===== src/design/nse_pkg.sv =====
package nse_pkg;

  localparam int unsigned APB_ADDR_W = 4;
  localparam int unsigned APB_DATA_W = 32;

  // Register indexes (byte address = 4 * index)
  localparam logic [1:0] REG_MAX_BODY = 2'd0;
  localparam logic [1:0] REG_GGA_SIG  = 2'd1;
  localparam logic [1:0] REG_RMC_SIG  = 2'd2;

  localparam logic [7:0]  MAX_BODY_RESET = 8'd87;
  localparam logic [10:0] GGA_SIG_RESET  = 11'd358;
  localparam logic [10:0] RMC_SIG_RESET  = 11'd377;

  localparam logic [7:0] DOLLAR_CHAR = 8'd36;
  localparam logic [7:0] CR_CHAR     = 8'd13;
  localparam logic [2:0] HEADER_LEN  = 3'd5;

  localparam logic [1:0] KIND_REJECT = 2'd0;
  localparam logic [1:0] KIND_GGA    = 2'd1;
  localparam logic [1:0] KIND_RMC    = 2'd2;

  typedef enum logic [1:0] {
    PH_HUNT   = 2'd0,
    PH_HEADER = 2'd1,
    PH_BODY   = 2'd2
  } phase_t;

  typedef struct packed {
    logic [7:0]  max_body_length;
    logic [10:0] gga_signature;
    logic [10:0] rmc_signature;
  } cfg_t;

  typedef struct packed {
    logic [1:0] sentence_kind;
    logic [7:0] body_byte;
    logic       byte_valid;
    logic       last;
    logic       overflow;
  } result_t;

endpackage


===== src/design/nse_cfg_regs.sv =====
module nse_cfg_regs
  import nse_pkg::*;
(
  input  logic                  clk,
  input  logic                  rst,
  input  logic                  psel,
  input  logic                  penable,
  input  logic                  pwrite,
  input  logic [APB_ADDR_W-1:0] paddr,
  input  logic [APB_DATA_W-1:0] pwdata,
  output logic [APB_DATA_W-1:0] prdata,
  output logic                  pready,
  output cfg_t                  cfg
);

  logic       wr_en;
  logic [1:0] reg_idx;

  assign pready  = 1'b1;
  assign wr_en   = psel && penable && pwrite;
  assign reg_idx = paddr[3:2];

  always_ff @(posedge clk) begin
    if (rst) begin
      cfg.max_body_length <= MAX_BODY_RESET;
      cfg.gga_signature   <= GGA_SIG_RESET;
      cfg.rmc_signature   <= RMC_SIG_RESET;
    end else if (wr_en) begin
      case (reg_idx)
        REG_MAX_BODY: cfg.max_body_length <= pwdata[7:0];
        REG_GGA_SIG:  cfg.gga_signature   <= pwdata[10:0];
        REG_RMC_SIG:  cfg.rmc_signature   <= pwdata[10:0];
        default: ;
      endcase
    end
  end

  always_comb begin
    case (reg_idx)
      REG_MAX_BODY: prdata = {24'd0, cfg.max_body_length};
      REG_GGA_SIG:  prdata = {21'd0, cfg.gga_signature};
      REG_RMC_SIG:  prdata = {21'd0, cfg.rmc_signature};
      default:      prdata = '0;
    endcase
  end

endmodule


===== src/design/nse_parser.sv =====
module nse_parser
  import nse_pkg::*;
(
  input  logic       clk,
  input  logic       rst,
  input  cfg_t       cfg,
  input  logic       in_valid,
  output logic       in_stall,
  input  logic [7:0] rx_byte,
  output logic       out_valid,
  input  logic       out_stall,
  output result_t    res
);

  // input register
  logic       in_reg_valid;
  logic [7:0] in_byte;

  // parser state
  phase_t      phase, phase_next;
  logic [2:0]  header_count, header_count_next;
  logic [10:0] header_sum, header_sum_next;
  logic [1:0]  kind_found, kind_found_next;
  logic [7:0]  held_byte, held_byte_next;
  logic        held_valid, held_valid_next;
  logic [7:0]  body_count, body_count_next;

  logic    out_free, proc, accept;
  logic    emit;
  result_t res_next;
  logic [10:0] sum_add;
  logic [2:0]  cnt_add;
  logic        cut;

  assign out_free = !out_valid || !out_stall;
  assign proc     = in_reg_valid && out_free;
  assign in_stall = in_reg_valid && !out_free;
  assign accept   = in_valid && !in_stall;

  always_ff @(posedge clk) begin
    if (rst) begin
      in_reg_valid <= 1'b0;
    end else if (accept) begin
      in_reg_valid <= 1'b1;
    end else if (proc) begin
      in_reg_valid <= 1'b0;
    end
  end

  always_ff @(posedge clk) begin
    if (accept) begin
      in_byte <= rx_byte;
    end
  end

  assign sum_add = header_sum + {3'd0, in_byte};
  assign cnt_add = header_count + 3'd1;
  assign cut     = (in_byte == CR_CHAR) || (body_count >= cfg.max_body_length);

  always_comb begin
    phase_next        = phase;
    header_count_next = header_count;
    header_sum_next   = header_sum;
    kind_found_next   = kind_found;
    held_byte_next    = held_byte;
    held_valid_next   = held_valid;
    body_count_next   = body_count;
    emit              = 1'b0;
    res_next          = '0;
    case (phase)
      PH_HEADER: begin
        header_sum_next = sum_add;
        if (cnt_add < HEADER_LEN) begin
          header_count_next = cnt_add;
        end else begin
          header_count_next = 3'd0;
          if (sum_add == cfg.gga_signature || sum_add == cfg.rmc_signature) begin
            kind_found_next = (sum_add == cfg.gga_signature) ? KIND_GGA : KIND_RMC;
            phase_next      = PH_BODY;
            held_byte_next  = 8'd0;
            held_valid_next = 1'b0;
            body_count_next = 8'd0;
          end else begin
            phase_next             = PH_HUNT;
            emit                   = 1'b1;
            res_next.sentence_kind = KIND_REJECT;
            res_next.last          = 1'b1;
          end
        end
      end
      PH_BODY: begin
        if (cut) begin
          emit                   = 1'b1;
          res_next.sentence_kind = kind_found;
          res_next.body_byte     = held_valid ? held_byte : 8'd0;
          res_next.byte_valid    = held_valid;
          res_next.last          = 1'b1;
          res_next.overflow      = (in_byte != CR_CHAR);
          phase_next             = PH_HUNT;
          held_byte_next         = 8'd0;
          held_valid_next        = 1'b0;
          body_count_next        = 8'd0;
        end else begin
          emit                   = held_valid;
          res_next.sentence_kind = kind_found;
          res_next.body_byte     = held_byte;
          res_next.byte_valid    = 1'b1;
          held_byte_next         = in_byte;
          held_valid_next        = 1'b1;
          body_count_next        = body_count + 8'd1;
        end
      end
      default: begin
        // hunting; also recovers from the unused code
        phase_next = PH_HUNT;
        if (in_byte == DOLLAR_CHAR) begin
          phase_next        = PH_HEADER;
          header_count_next = 3'd0;
          header_sum_next   = 11'd0;
        end
      end
    endcase
  end

  always_ff @(posedge clk) begin
    if (rst) begin
      phase        <= PH_HUNT;
      header_count <= 3'd0;
      header_sum   <= 11'd0;
      kind_found   <= KIND_REJECT;
      held_byte    <= 8'd0;
      held_valid   <= 1'b0;
      body_count   <= 8'd0;
    end else if (proc) begin
      phase        <= phase_next;
      header_count <= header_count_next;
      header_sum   <= header_sum_next;
      kind_found   <= kind_found_next;
      held_byte    <= held_byte_next;
      held_valid   <= held_valid_next;
      body_count   <= body_count_next;
    end
  end

  // result register
  always_ff @(posedge clk) begin
    if (rst) begin
      out_valid <= 1'b0;
    end else if (proc) begin
      out_valid <= emit;
    end else if (!out_stall) begin
      out_valid <= 1'b0;
    end
  end

  always_ff @(posedge clk) begin
    if (proc && emit) begin
      res <= res_next;
    end
  end

  a_marker_is_last: assert property (@(posedge clk) disable iff (rst)
    out_valid && !res.byte_valid |-> res.last)
    else $error("marker result without last");

  a_overflow_is_last: assert property (@(posedge clk) disable iff (rst)
    out_valid && res.overflow |-> res.last && res.sentence_kind != KIND_REJECT)
    else $error("overflow on a non-final or rejected result");

  a_reject_empty: assert property (@(posedge clk) disable iff (rst)
    out_valid && res.sentence_kind == KIND_REJECT |-> !res.byte_valid)
    else $error("rejection carries a body byte");

  a_header_count: assert property (@(posedge clk) disable iff (rst)
    phase == PH_HEADER |-> header_count < HEADER_LEN)
    else $error("header count past header length");

  a_no_emit_while_full: assert property (@(posedge clk) disable iff (rst)
    out_valid && out_stall |=> $stable(res))
    else $error("result overwritten while stalled");

endmodule


===== src/design/nmea_sentence_extractor.sv =====
// NMEA 0183 sentence extractor. Takes one received serial byte per transfer on
// the input channel (rx_byte) and hunts for '$'. The next five header bytes
// are summed and the sum is compared with gga_signature, then rmc_signature
// (GGA wins if both match). On a match every following byte up to CR goes out
// as a body byte tagged with the sentence kind; each body byte is held back by
// one byte so the final one carries last. A CR with no body gives an empty
// marker (byte_valid 0, last 1). An unknown header gives a single rejection
// result (kind 0, last 1). A body longer than max_body_length is cut off: the
// held byte goes out with last and overflow, and the hunt resumes. At most one
// result transfer follows each input transfer.
// Rate: one byte per clock sustained while the result channel is not stalled.
// A byte passes an input register, one level of parse logic and a result
// register; a stalled result register holds the byte in the input register.
// Input stall rises only while the input register is full and the result
// register is stalled.
// Registers (APB, byte address 4*index): 0x0 max_body_length (8b, reset 87),
// 0x4 gga_signature (11b, reset 358), 0x8 rmc_signature (11b, reset 377).
// Write them only while the block is idle.
module nmea_sentence_extractor
  import nse_pkg::*;
(
  input  logic                  clk,
  input  logic                  rst,
  // APB config port
  input  logic                  psel,
  input  logic                  penable,
  input  logic                  pwrite,
  input  logic [APB_ADDR_W-1:0] paddr,
  input  logic [APB_DATA_W-1:0] pwdata,
  output logic [APB_DATA_W-1:0] prdata,
  output logic                  pready,
  // byte input channel
  input  logic                  in_valid,
  output logic                  in_stall,
  input  logic [7:0]            rx_byte,
  // result channel
  output logic                  out_valid,
  input  logic                  out_stall,
  output logic [1:0]            sentence_kind,
  output logic [7:0]            body_byte,
  output logic                  byte_valid,
  output logic                  last,
  output logic                  overflow
);

  cfg_t    cfg;
  result_t res;

  nse_cfg_regs u_cfg (
    .clk     (clk),
    .rst     (rst),
    .psel    (psel),
    .penable (penable),
    .pwrite  (pwrite),
    .paddr   (paddr),
    .pwdata  (pwdata),
    .prdata  (prdata),
    .pready  (pready),
    .cfg     (cfg)
  );

  // input register -> parse logic -> result register
  nse_parser u_parser (
    .clk       (clk),
    .rst       (rst),
    .cfg       (cfg),
    .in_valid  (in_valid),
    .in_stall  (in_stall),
    .rx_byte   (rx_byte),
    .out_valid (out_valid),
    .out_stall (out_stall),
    .res       (res)
  );

  assign sentence_kind = res.sentence_kind;
  assign body_byte     = res.body_byte;
  assign byte_valid    = res.byte_valid;
  assign last          = res.last;
  assign overflow      = res.overflow;

endmodule


===== config.mk =====
export PLATFORM = sky130hd
export DESIGN_NAME = nmea_sentence_extractor
export DESIGN_NICKNAME = d
export VERILOG_FILES = /design/src/design/nse_pkg.sv /design/src/design/nse_cfg_regs.sv /design/src/design/nse_parser.sv /design/src/design/nmea_sentence_extractor.sv
export SDC_FILE = /design/constraint.sdc
export NUM_CORES = 1
export LEC_CHECK = 0
export BUFFER_PORTS_ARGS = -buffer_cell sky130_fd_sc_hd__buf_2
export CAP_MARGIN = 0
export CORE_UTILIZATION = 56
export DETAILED_ROUTE_END_ITERATION = 8
export HOLD_SLACK_MARGIN = 0.1
export PLACE_DENSITY = 0.79
export SETUP_SLACK_MARGIN = 0.1
export SLEW_MARGIN = 20
export SYNTH_ARGS = -nofsm -noshare
export SYNTH_HDL_FRONTEND = slang
export SYNTH_HIERARCHICAL = 1
export SYNTH_SLANG_ARGS = --single-unit

===== constraint.sdc =====
create_clock -name clk -period 5.8 [get_ports clk]
set_clock_uncertainty 0.2 [all_clocks]
set_input_delay 0.58 -clock clk [delete_from_list [all_inputs] [get_ports clk]]
set_output_delay 0.58 -clock clk [all_outputs]
set_load 0.005 [all_outputs]

## Yosys cells after proc, flatten, opt, wreduce, memory -nomap -nowiden

Cells that the tools add are included.

- Flip-flop bits (word level): 88
- Output and inout port bits: 48
- Bits of input ports: 51

- Add/subtract/negate cells: 3
- Equality and inequality tests: 13
- Multiplexer cells: 34
- Reduce and logical (&&, ||, !) cells: 25
- Order comparisons: 2
- Bitwise gates (word level): 2

Operators by type and width:

| operator | number |
|---|---|
| two-way mux 8 bit | 5 |
| case mux 11 bit (3 select lines) | 1 |
| case mux 8 bit (2 select lines) | 2 |
| equality test 11 bit | 2 |
| case mux 11 bit (2 select lines) | 1 |
| adder 11 x 8 -> 11 bit | 1 |
| two-way mux 1 bit | 11 |
| two-way mux 11 bit | 1 |
| two-way mux 2 bit | 5 |
| two-way mux 9 bit | 1 |
| adder 8 x 1 -> 8 bit, second input constant | 1 |
| equality test 8 x 4 -> 1 bit, second input constant | 1 |
| equality test 8 x 6 -> 1 bit, second input constant | 1 |
| greater-or-equal comparator 8 bit | 1 |
| inequality test 8 x 4 -> 1 bit, second input constant | 1 |
| AND reduction 2 bit | 4 |
| AND reduction 4 bit | 2 |
| logical AND 1 bit | 6 |
| two-way mux 3 bit | 2 |
| inequality test 2 x 1 -> 1 bit, second input constant | 3 |
| case mux 1 bit (2 select lines) | 3 |
| case mux 3 bit (2 select lines) | 1 |
| AND reduction 3 bit | 2 |
| nonzero test 2 bit | 3 |
| 10 further kinds | 18 |

## Logic depth before layout (Yosys ltp)

Gate-level depths: netlist of run 1.

- Word-level depth: 7
- Gate-level depth with buffers: 13
- Depth with buffers taken out: 11

## Cells and area by module

The synthesis of run 1 kept the hierarchy.

By module, submodules not included:

| module | instances | cells each | area an instance (um^2) | sequential area each (um^2) |
|---|---|---|---|---|
| nse_parser | 1 | 352 | 3,430.8 | 1,371.3 |
| nse_cfg_regs | 1 | 177 | 1,645.3 | 600.6 |

## Least setup slack after synthesis of run 1

No wires, ideal clock.

- Path type: reg-to-reg
- From: reg u_parser.in_byte[0]
- To: reg, netlist name u_parser/res[0]
- Data arrival time: 3.431 ns
- Cell stages (with the launch flop): 12
- Slack: 1.770 ns
- Data required time: 5.200 ns
- Path buffers: 0
- Cell sequence: edfxtp_1 -> ha_1 -> fa_1 -> a211oi_1 -> o21a_2 -> a211o_1 -> xor2_1 -> xnor2_1 -> nor4_4 -> nor2_1 -> a32oi_1 -> nor3_1

- Word-level cells in the longest chain between the ends: 7

RTL lines:

| element | RTL line | text |
|---|---|---|
| start: declaration | nse_parser.sv:17 | `logic [7:0] in_byte;` |
| start signal: assignment | nse_parser.sv:52 | `in_byte <= rx_byte;` |
| adder 11 x 8 -> 11 bit | nse_parser.sv:56 | `assign sum_add = header_sum + {3'd0, in_byte};` |
| equality test 11 bit | nse_parser.sv:77 | `if (sum_add == cfg.gga_signature \|\| sum_add == cfg.rmc_signature) begin` |
| logical OR 1 bit | nse_parser.sv:77 |  |
| two-way mux 1 bit | nse_parser.sv:77 |  |
| two-way mux 1 bit | nse_parser.sv:73 | `if (cnt_add < HEADER_LEN) begin` |
| case mux 1 bit (2 select lines) * | nse_parser.sv:70 | `case (phase)` |
| logical AND 1 bit * | nse_parser.sv:157 | `if (proc && emit) begin` |

Mark *: on every way between the ends. The rest lies on a longest branch, timed or not.
A chain may end at the register's enable or synchronous reset.

## Final worst setup path of run 1

- From: reg u_parser.in_byte[0]
- To: reg, netlist name u_parser/res[4]

- Word-level cells in the longest chain between the ends: 7

RTL lines:

| element | RTL line |
|---|---|
| adder 11 x 8 -> 11 bit | nse_parser.sv:56 |
| equality test 11 bit | nse_parser.sv:77 |
| logical OR 1 bit | nse_parser.sv:77 |
| two-way mux 1 bit | nse_parser.sv:77 |
| two-way mux 1 bit | nse_parser.sv:73 |
| case mux 1 bit (2 select lines) * | nse_parser.sv:70 |
| logical AND 1 bit * | nse_parser.sv:157 |

Marked as above.

==> results of run 1 <==
-- path summary, 6_finish.rpt --
path	startpoint	depth (start not counted)	endpoint
hold reg to reg	u_parser/held_valid	2	u_parser/held_valid
setup / recovery	u_parser/in_byte[0]	11	u_parser/res[4]
hold / removal	rx_byte[3]	1	u_parser/in_byte[3]
setup reg to reg	u_parser/in_byte[0]	11	u_parser/res[4]
-- cell type report --
class	count	area, um^2	share of cell area
clock buffer	9	124	0.0226
clock inverter	7	76.3	0.0139
multi-input combinational	398	2810	0.513
inverter	15	56.3	0.0103
timing repair buffer	57	303	0.0553
tap	108	135	0.0247
sequential	88	1970	0.360
-- synth_stat cells (all sizes together), types with 7 or more instances --
| master | number |
|---|---|
| nor4b | 9 |
| clkbuf | 16 |
| inv | 15 |
| nand2 | 25 |
| a21oi | 28 |
| buf | 32 |
| xor2 | 9 |
| nand2b | 25 |
| edfxtp | 21 |
| and2 | 12 |
| a31o | 9 |
| nor2 | 63 |
| o21ai | 23 |
| ha | 20 |
| mux2i | 38 |
| dfxtp | 67 |
| nor3 | 7 |
| xnor2 | 16 |
-- power groups by stage --
stage,clock network (uW),registers [uW],logic (uW)
after global routing,458,644,104
after global placement,0,657,90.3
after detailed placement,0,657,94.3
after floorplan,0,652,79.7
after CTS,435,643,94.4
final,428,643,95.3
-- layer usage --
layer / wire [um] / GRT usage / up-vias
li1: - / - / 1903
met1: 4710 / 0.284 / 1860
met2: 5530 / 0.413 / 100
met3: 426 / 0.0417 / 15
met4: 211 / 0.0896 / 0
met5: 0 / 0 / -
-- per-stage QoR --
step / area [um^2] / util / total power, uW / hold WS, ns / cells
2_1_floorplan: 5150 / - / 732 / 0.241 / 549
3_3_place_gp: 5260 / 0.600 / 748 / 0.250 / 665
3_5_place_dp: 5260 / 0.600 / 751 / 0.262 / 665
4_1_cts: 5460 / 0.623 / 1170 / 0.163 / 681
5_1_grt: 5480 / 0.625 / 1210 / 0.162 / 682
6_report: 5480 / 0.625 / 1170 / 0.174 / 682
-- cell families (layout without fill, tap and decap cells) --
logic type / Yosys count / after routing / share of synthesized area
AOI/OAI and AO/OA: 99 / 99 / 0.139
xor gates and xnor gates: 27 / 27 / 0.0535
adders and majority gates: 21 / 21 / 0.0532
buffers and inverters: 63 / 88 / 0.0757
DFF: 88 / 88 / 0.388
muxes: 38 / 38 / 0.0749
other: 2 / 22 / 0.00148
and+or+nand+nor: 191 / 191 / 0.214
-- flip-flops by register name, summed over array words and instances, names as in the netlist --
signal                 flops
u_cfg/cfg                 30
u_parser/res              13
u_parser/header_sum       11
u_parser/body_count        8
u_parser/held_byte         8
u_parser/in_byte           8
u_parser/header_count      3
u_parser/kind_found        2
u_parser/phase             2
u_parser/held_valid        1
u_parser/in_reg_valid      1
u_parser/out_valid         1
==> results.txt, run 1 <==
status - finished, final reports clean
Worst setup SP type - flip-flop
Sw Pwr - 323 uW
number of port buffers - 53
initial antenna violation count - 0
Initial Utilization - 0.579
Most used DFF post-synth - dfxtp_1
actual slew at the worst max-slew pin - 1.01 ns
CTS tree - built
CP Buf/Inv Count - 0
Critical Path End Type - flip-flop
Core ar. - 0.00876 mm^2
combinational cell fraction of total power - 0.082
Die X-Extent - 97.2 um
pin count of the biggest net entering global routing - 84
share of the yosys chip area belonging to registers - 0.388
Slew headroom - 0.326
via count - 3,878
flop2flop setup slack - 1.58 ns
area leader, netlist - dfxtp_1
number of flops mapped to enable cells by yosys - 21
Max Slew Vio Count - 0
share of cells above drive strength 1 - 0.185
dpl hpwl - 7760 um
mapped cell area - 0.00508 mm^2
Sequential Power Share - 0.552
clock buffer depth - 2
fmax - 237 MHz
via/cell ratio - 5.69
post-DR wirelength/cell - 15.9 um
GPL Wtd Cong - 0.833
final hold viol count - 0
TNS Setup - 0 ns
Ports - 99
antenna cells - 0
final worst-path cycle share - 0.728
commonest cells after routing, fill and taps aside - 67 x dfxtp_1, 63 x nor2_1, 53 x buf_2
Synth top area share - 0.264
Top Family by Delay on Critical Path - simple AND/OR/NAND/NOR gates
largest cells by area after synthesis - dfxtp_1 26%, edfxtp_1 12%, mux2i_1 7.5%
Post-CTS Setup Bufs - 0
clock network power share - 0.367
final setup fails - 0
switching share of power - 0.277
DIE AREA - 0.00945 mm^2
CP max-delay cell - nor3_2
Worst VDD drop - 0.117 mV
Data required, critical path - 5.61 ns
number of fill cells - 737
DRC errors left - 0
Synth cell types - 71
Layout area overhead - 7.94%
Tmin final - 4.22 ns
Placement Setup Slack - 1.62 ns
CP Cell Sequence - ha_1, fa_1, a211oi_1, o21a_2, a211o_1, xor2_1, xnor2_1, nor4_4, nor2_1, a32oi_1, nor3_2
num rows - 34
Hold WC Path Type - in2reg
final worst slack - 1.58 ns
post-route ant nets - 0
Crit Path Class - reg2reg
slowest stage delay, CP - 0.83 ns
Die Y - 97.2 um
power per cell area - 213 mW/mm^2
Num Clock Sinks - 88
Worst-Skew Late Latency - 0.38 ns
Remaining Overflow, GRT - 0
max-cap violations - 0
leakage - 0.00233 uW
Pre-antenna DRT Iters - 5
layout net count - 641
cts bufs inserted - 9
first-pass GRT wire length - 17,600 um
CTS Hold Bufs - 0
vias in the first global route - 3,733
GRT Util Overall - 0.235
crit-path max FO - 13
post-synthesis sequential element count - 88
RSZ-0062 raised after global routing - false
commonest non-fill, non-tap cell in the layout - dfxtp_1
ys async rst share - 0
Syn. warnings - 6
Int Power - 843 uW
Post-CTS Resized - 0
initial DRC count - 182
CTS H-tree depth - 3
Avg Synthesized Cell Area - 9.60 um^2
arrival time worst endpoint - 4.03 ns
DRT Wirelength - 10,900 um
Clock transition at path regs - 0.09 ns
Cells after Synth - 529
Clock Root Buffer - clkbuf_8
(Power assumes the default switching activity.)
==> inputs of run 2 (changes only) <==
--- a/config.mk
+++ b/config.mk
@@ -5,12 +5,13 @@
 export SDC_FILE = /design/constraint.sdc
 export NUM_CORES = 1
 export LEC_CHECK = 0
+export ABC_AREA = 1
 export BUFFER_PORTS_ARGS = -buffer_cell sky130_fd_sc_hd__buf_2
 export CAP_MARGIN = 0
-export CORE_UTILIZATION = 56
+export CORE_UTILIZATION = 51
 export DETAILED_ROUTE_END_ITERATION = 8
 export HOLD_SLACK_MARGIN = 0.1
-export PLACE_DENSITY = 0.79
+export PLACE_DENSITY = 0.75
 export SETUP_SLACK_MARGIN = 0.1
 export SLEW_MARGIN = 20
 export SYNTH_ARGS = -nofsm -noshare
==> constraint.sdc (replaced) <==
create_clock -name clk -period 3.85 [get_ports clk]
set_clock_uncertainty 0.2 [all_clocks]
set_input_delay 0.385 -clock clk [delete_from_list [all_inputs] [get_ports clk]]
set_output_delay 0.385 -clock clk [all_outputs]
set_load 0.005 [all_outputs]
==> run 2 against run 1 <==
Non-clock buffer count rose by 16. Register-to-register slack lost 0.93 ns. Total power increased by 57%. Combinational power grew 130%. Maximum frequency is 32% higher. Critical endpoint is now u_parser/res[1]. Flip-flop and latch count unchanged. Sequential share of layout area down 2.4 points. Via count rose by 24%. Count of clock-buffer cells in the layout unchanged.
==> results.txt, run 2 <==
share of cells above drive strength 1 - 0.134 (-0.0503)
antenna cells - 0 (unchanged)
Tmin final - 3.20 ns (-1.02 ns)
R2R Path End - u_parser/res[1]
Crit Path Class - reg2reg
Data required, critical path - 3.67 ns (-1.94 ns)
DRC errors left - 0 (unchanged)
FF-to-FF Start - u_parser/in_byte[7]
Pre-antenna DRT Iters - 5 (unchanged)
DRT Wirelength - 12,100 um (+11%)
Core ar. - 0.00995 mm^2 (+14%)
Worst-Skew Late Latency - 0.37 ns (about the same)
ys async rst share - 0 (unchanged)
cell count of the worst hold path - 3 (+2)
Cells after Synth - 739 (+40%)
Max Slew Vio Count - 0 (unchanged)
R2R cell count - 14 (+3)
Most used DFF post-synth - dfxtp_1
Num Clock Sinks - 88 (unchanged)
arrival time worst endpoint - 3.03 ns (-1.00 ns)
Top Registers - u_cfg/cfg (30), u_parser/res (13), u_parser/header_sum (11)
WHS Endpoint - u_parser/out_valid
status - finished, final reports clean
most common cell in the netlist - nand2_1
Die Y - 104 um (+7.1%)
Avg Synthesized Cell Area - 7.20 um^2 (-25%)
Clock transition at path regs - 0.11 ns (+0.02 ns)
Hold Crit Start - out_stall
initial antenna violation count - 0 (unchanged)
pin count of the biggest net entering global routing - 38 (-55%)
via/cell ratio - 5.14 (-9.6%)
Clock Root Buffer - clkbuf_8
Critical Path End Type - flip-flop
Synth cell types - 40 (-44%)
via count - 4,819 (+24%)
final worst-path cycle share - 0.832 (+0.104)
Layout area overhead - 10.3%
actual slew at the worst max-slew pin - 0.897 ns (-0.112 ns)
post-route ant nets - 0 (unchanged)
post-synthesis sequential element count - 88 (unchanged)
Initial Utilization - 0.535 (-0.0447)
layout net count - 871 (+36%)
Worst setup SP type - flip-flop
num rows - 36 (+5.9%)
max-cap violations - 0 (unchanged)
crit-path max FO - 13 (unchanged)
Worst VDD drop - 0.247 mV (+110%)
commonest non-fill, non-tap cell in the layout - nand2_1
CTS tree - built
dpl hpwl - 8920 um (+15%)
power per cell area - 312 mW/mm^2 (+47%)
share of the yosys chip area belonging to registers - 0.371 (-0.0179)
vias in the first global route - 4,494 (+20%)
Top reg by flops - u_cfg/cfg
Remaining Overflow, GRT - 0 (unchanged)
TNS Setup - 0 ns (unchanged)
number of port buffers - 53 (unchanged)
flop2flop setup slack - 0.65 ns (-0.93 ns)
Die X-Extent - 104 um (+7.1%)
post-layout util - 0.590 (-0.0356)
commonest cells after routing, fill and taps aside - 201 x nand2_1, 99 x nand3_1, 83 x inv_1
post-DR wirelength/cell - 12.9 um (-19%)
clock buffer depth - 2 (unchanged)
CTS H-tree depth - 3 (unchanged)
number of flops mapped to enable cells by yosys - 21 (unchanged)
most frequent cells after synthesis - 201 x nand2_1, 99 x nand3_1, 83 x inv_1
DIE AREA - 0.0108 mm^2 (+15%)
Slew headroom - 0.401 (+0.0754)
area leader, netlist - dfxtp_1
Hold WC Path Type - in2reg
Ports - 99 (unchanged)
first-pass GRT wire length - 20,500 um (+16%)
Synth top area share - 0.252 (-0.0122)
largest cells by area after synthesis - dfxtp_1 25%, nand2_1 14%, edfxtp_1 12%
initial DRC count - 264 (+45%)
final hold viol count - 0 (unchanged)
fmax - 312 MHz (+32%)
leakage - 0.00276 uW (+19%)
mapped cell area - 0.00532 mm^2 (+4.8%)
GRT Util Overall - 0.230 (-0.00466)
RSZ-0062 raised after global routing - false
Post-CTS Resized - 0 (unchanged)
Largest register FFs - 30 (unchanged)
final setup fails - 0 (unchanged)
cts bufs inserted - 9 (unchanged)
Syn. warnings - 6 (unchanged)
GPL Wtd Cong - 0.839 (+0.74%)
## run 2: cell count changes in the layout (fill, tap and decap cells not counted), sizes merged, moves of 8 or more
cell and delta:
nor4b -9, nand2 +195, nand2b -25, mux2i -38, and2 -12, nand3 +99, dlygate4sd3 +17, a21oi +19
xnor2 -8, inv +73, o21ai -18, a31o -9
## run 2: cell type report
class	instances	area, um^2
clock inverter	7	71.3
sequential	88	1970
clock buffer	9	124
tap	133	166
fill	935	4090
timing repair buffer	73	458
inverter	87	327
multi-input combinational	540	2750
## run 2: per-layer routing
| layer | track usage | up-vias | routed length (um) |
|---|---|---|---|
| met5 | 0 | - | 0 |
| met4 | 0.0714 | 0 | 174 |
| met3 | 0.0338 | 18 | 565 |
| met2 | 0.401 | 155 | 5980 |
| met1 | 0.292 | 2193 | 5360 |
| li1 | - | 2453 | - |
## run 2: worst max-delay path by stage
stage,slack (ns),endpoint,cells after the start,startpoint
floorplan,1.03,u_parser/held_byte[0],20,u_parser/in_byte[0]
CTS,0.67,u_parser/res[1],17,u_parser/in_byte[0]
global placement,0.69,u_parser/res[3],17,u_parser/in_byte[0]
global route,0.38,u_parser/res[1],14,u_parser/in_byte[7]
finish,0.65,u_parser/res[1],14,u_parser/in_byte[7]
detailed placement,0.67,u_parser/res[4],17,u_parser/in_byte[0]
## run 2: timing repair
item / 4_1_cts / 5_1_grt
hold buffers: 17 / 0
buffers inserted: 0 / 0
endpoints found under the hold margin: 25 / 0
## run 2: cells by family (layout without fill, tap and decap cells)
logic type | after synthesis | count (layout) | synth area share
and+or+nand+nor | 424 | 424 | 0.364
buffers and inverters | 131 | 176 | 0.126
DFF | 88 | 88 | 0.371
AOI/OAI and AO/OA | 56 | 56 | 0.0553
adders and majority gates | 21 | 21 | 0.0508
xor gates and xnor gates | 17 | 17 | 0.0320
other | 2 | 22 | 0.00141
## run 2: critical path, stage by stage (launching register included)
cell,delay [ns]
edfxtp_1,0.49
ha_1,0.42
nand2_1,0.14
inv_1,0.05
a21boi_0,0.34
nand3_1,0.15
nand2_1,0.12
nand3_1,0.09
nand3_1,0.12
nor2_2,0.06
nand2_2,0.07
nand3_1,0.10
nand2_1,0.09
nand2_1,0.06
inv_1,0.36
## run 2: where the power goes
group,total (uW),internal (uW),switching (uW)
sequential,977,960,17.1
combinational,218,79.3,139
clock,639,254,385
total,1830,1290,541
## run 2: through the flow
step	cells	cell area, um^2	setup slack (ns)	total power, uW	hold slack (ns)
3_5_place_dp	904	5500	0.667	1200	0.252
3_3_place_gp	904	5500	0.691	1190	0.237
4_1_cts	937	5870	0.668	1850	0.114
6_report	937	5870	0.647	1830	0.118
2_1_floorplan	759	5400	1.03	1160	0.226
5_1_grt	937	5870	0.375	1920	0.134
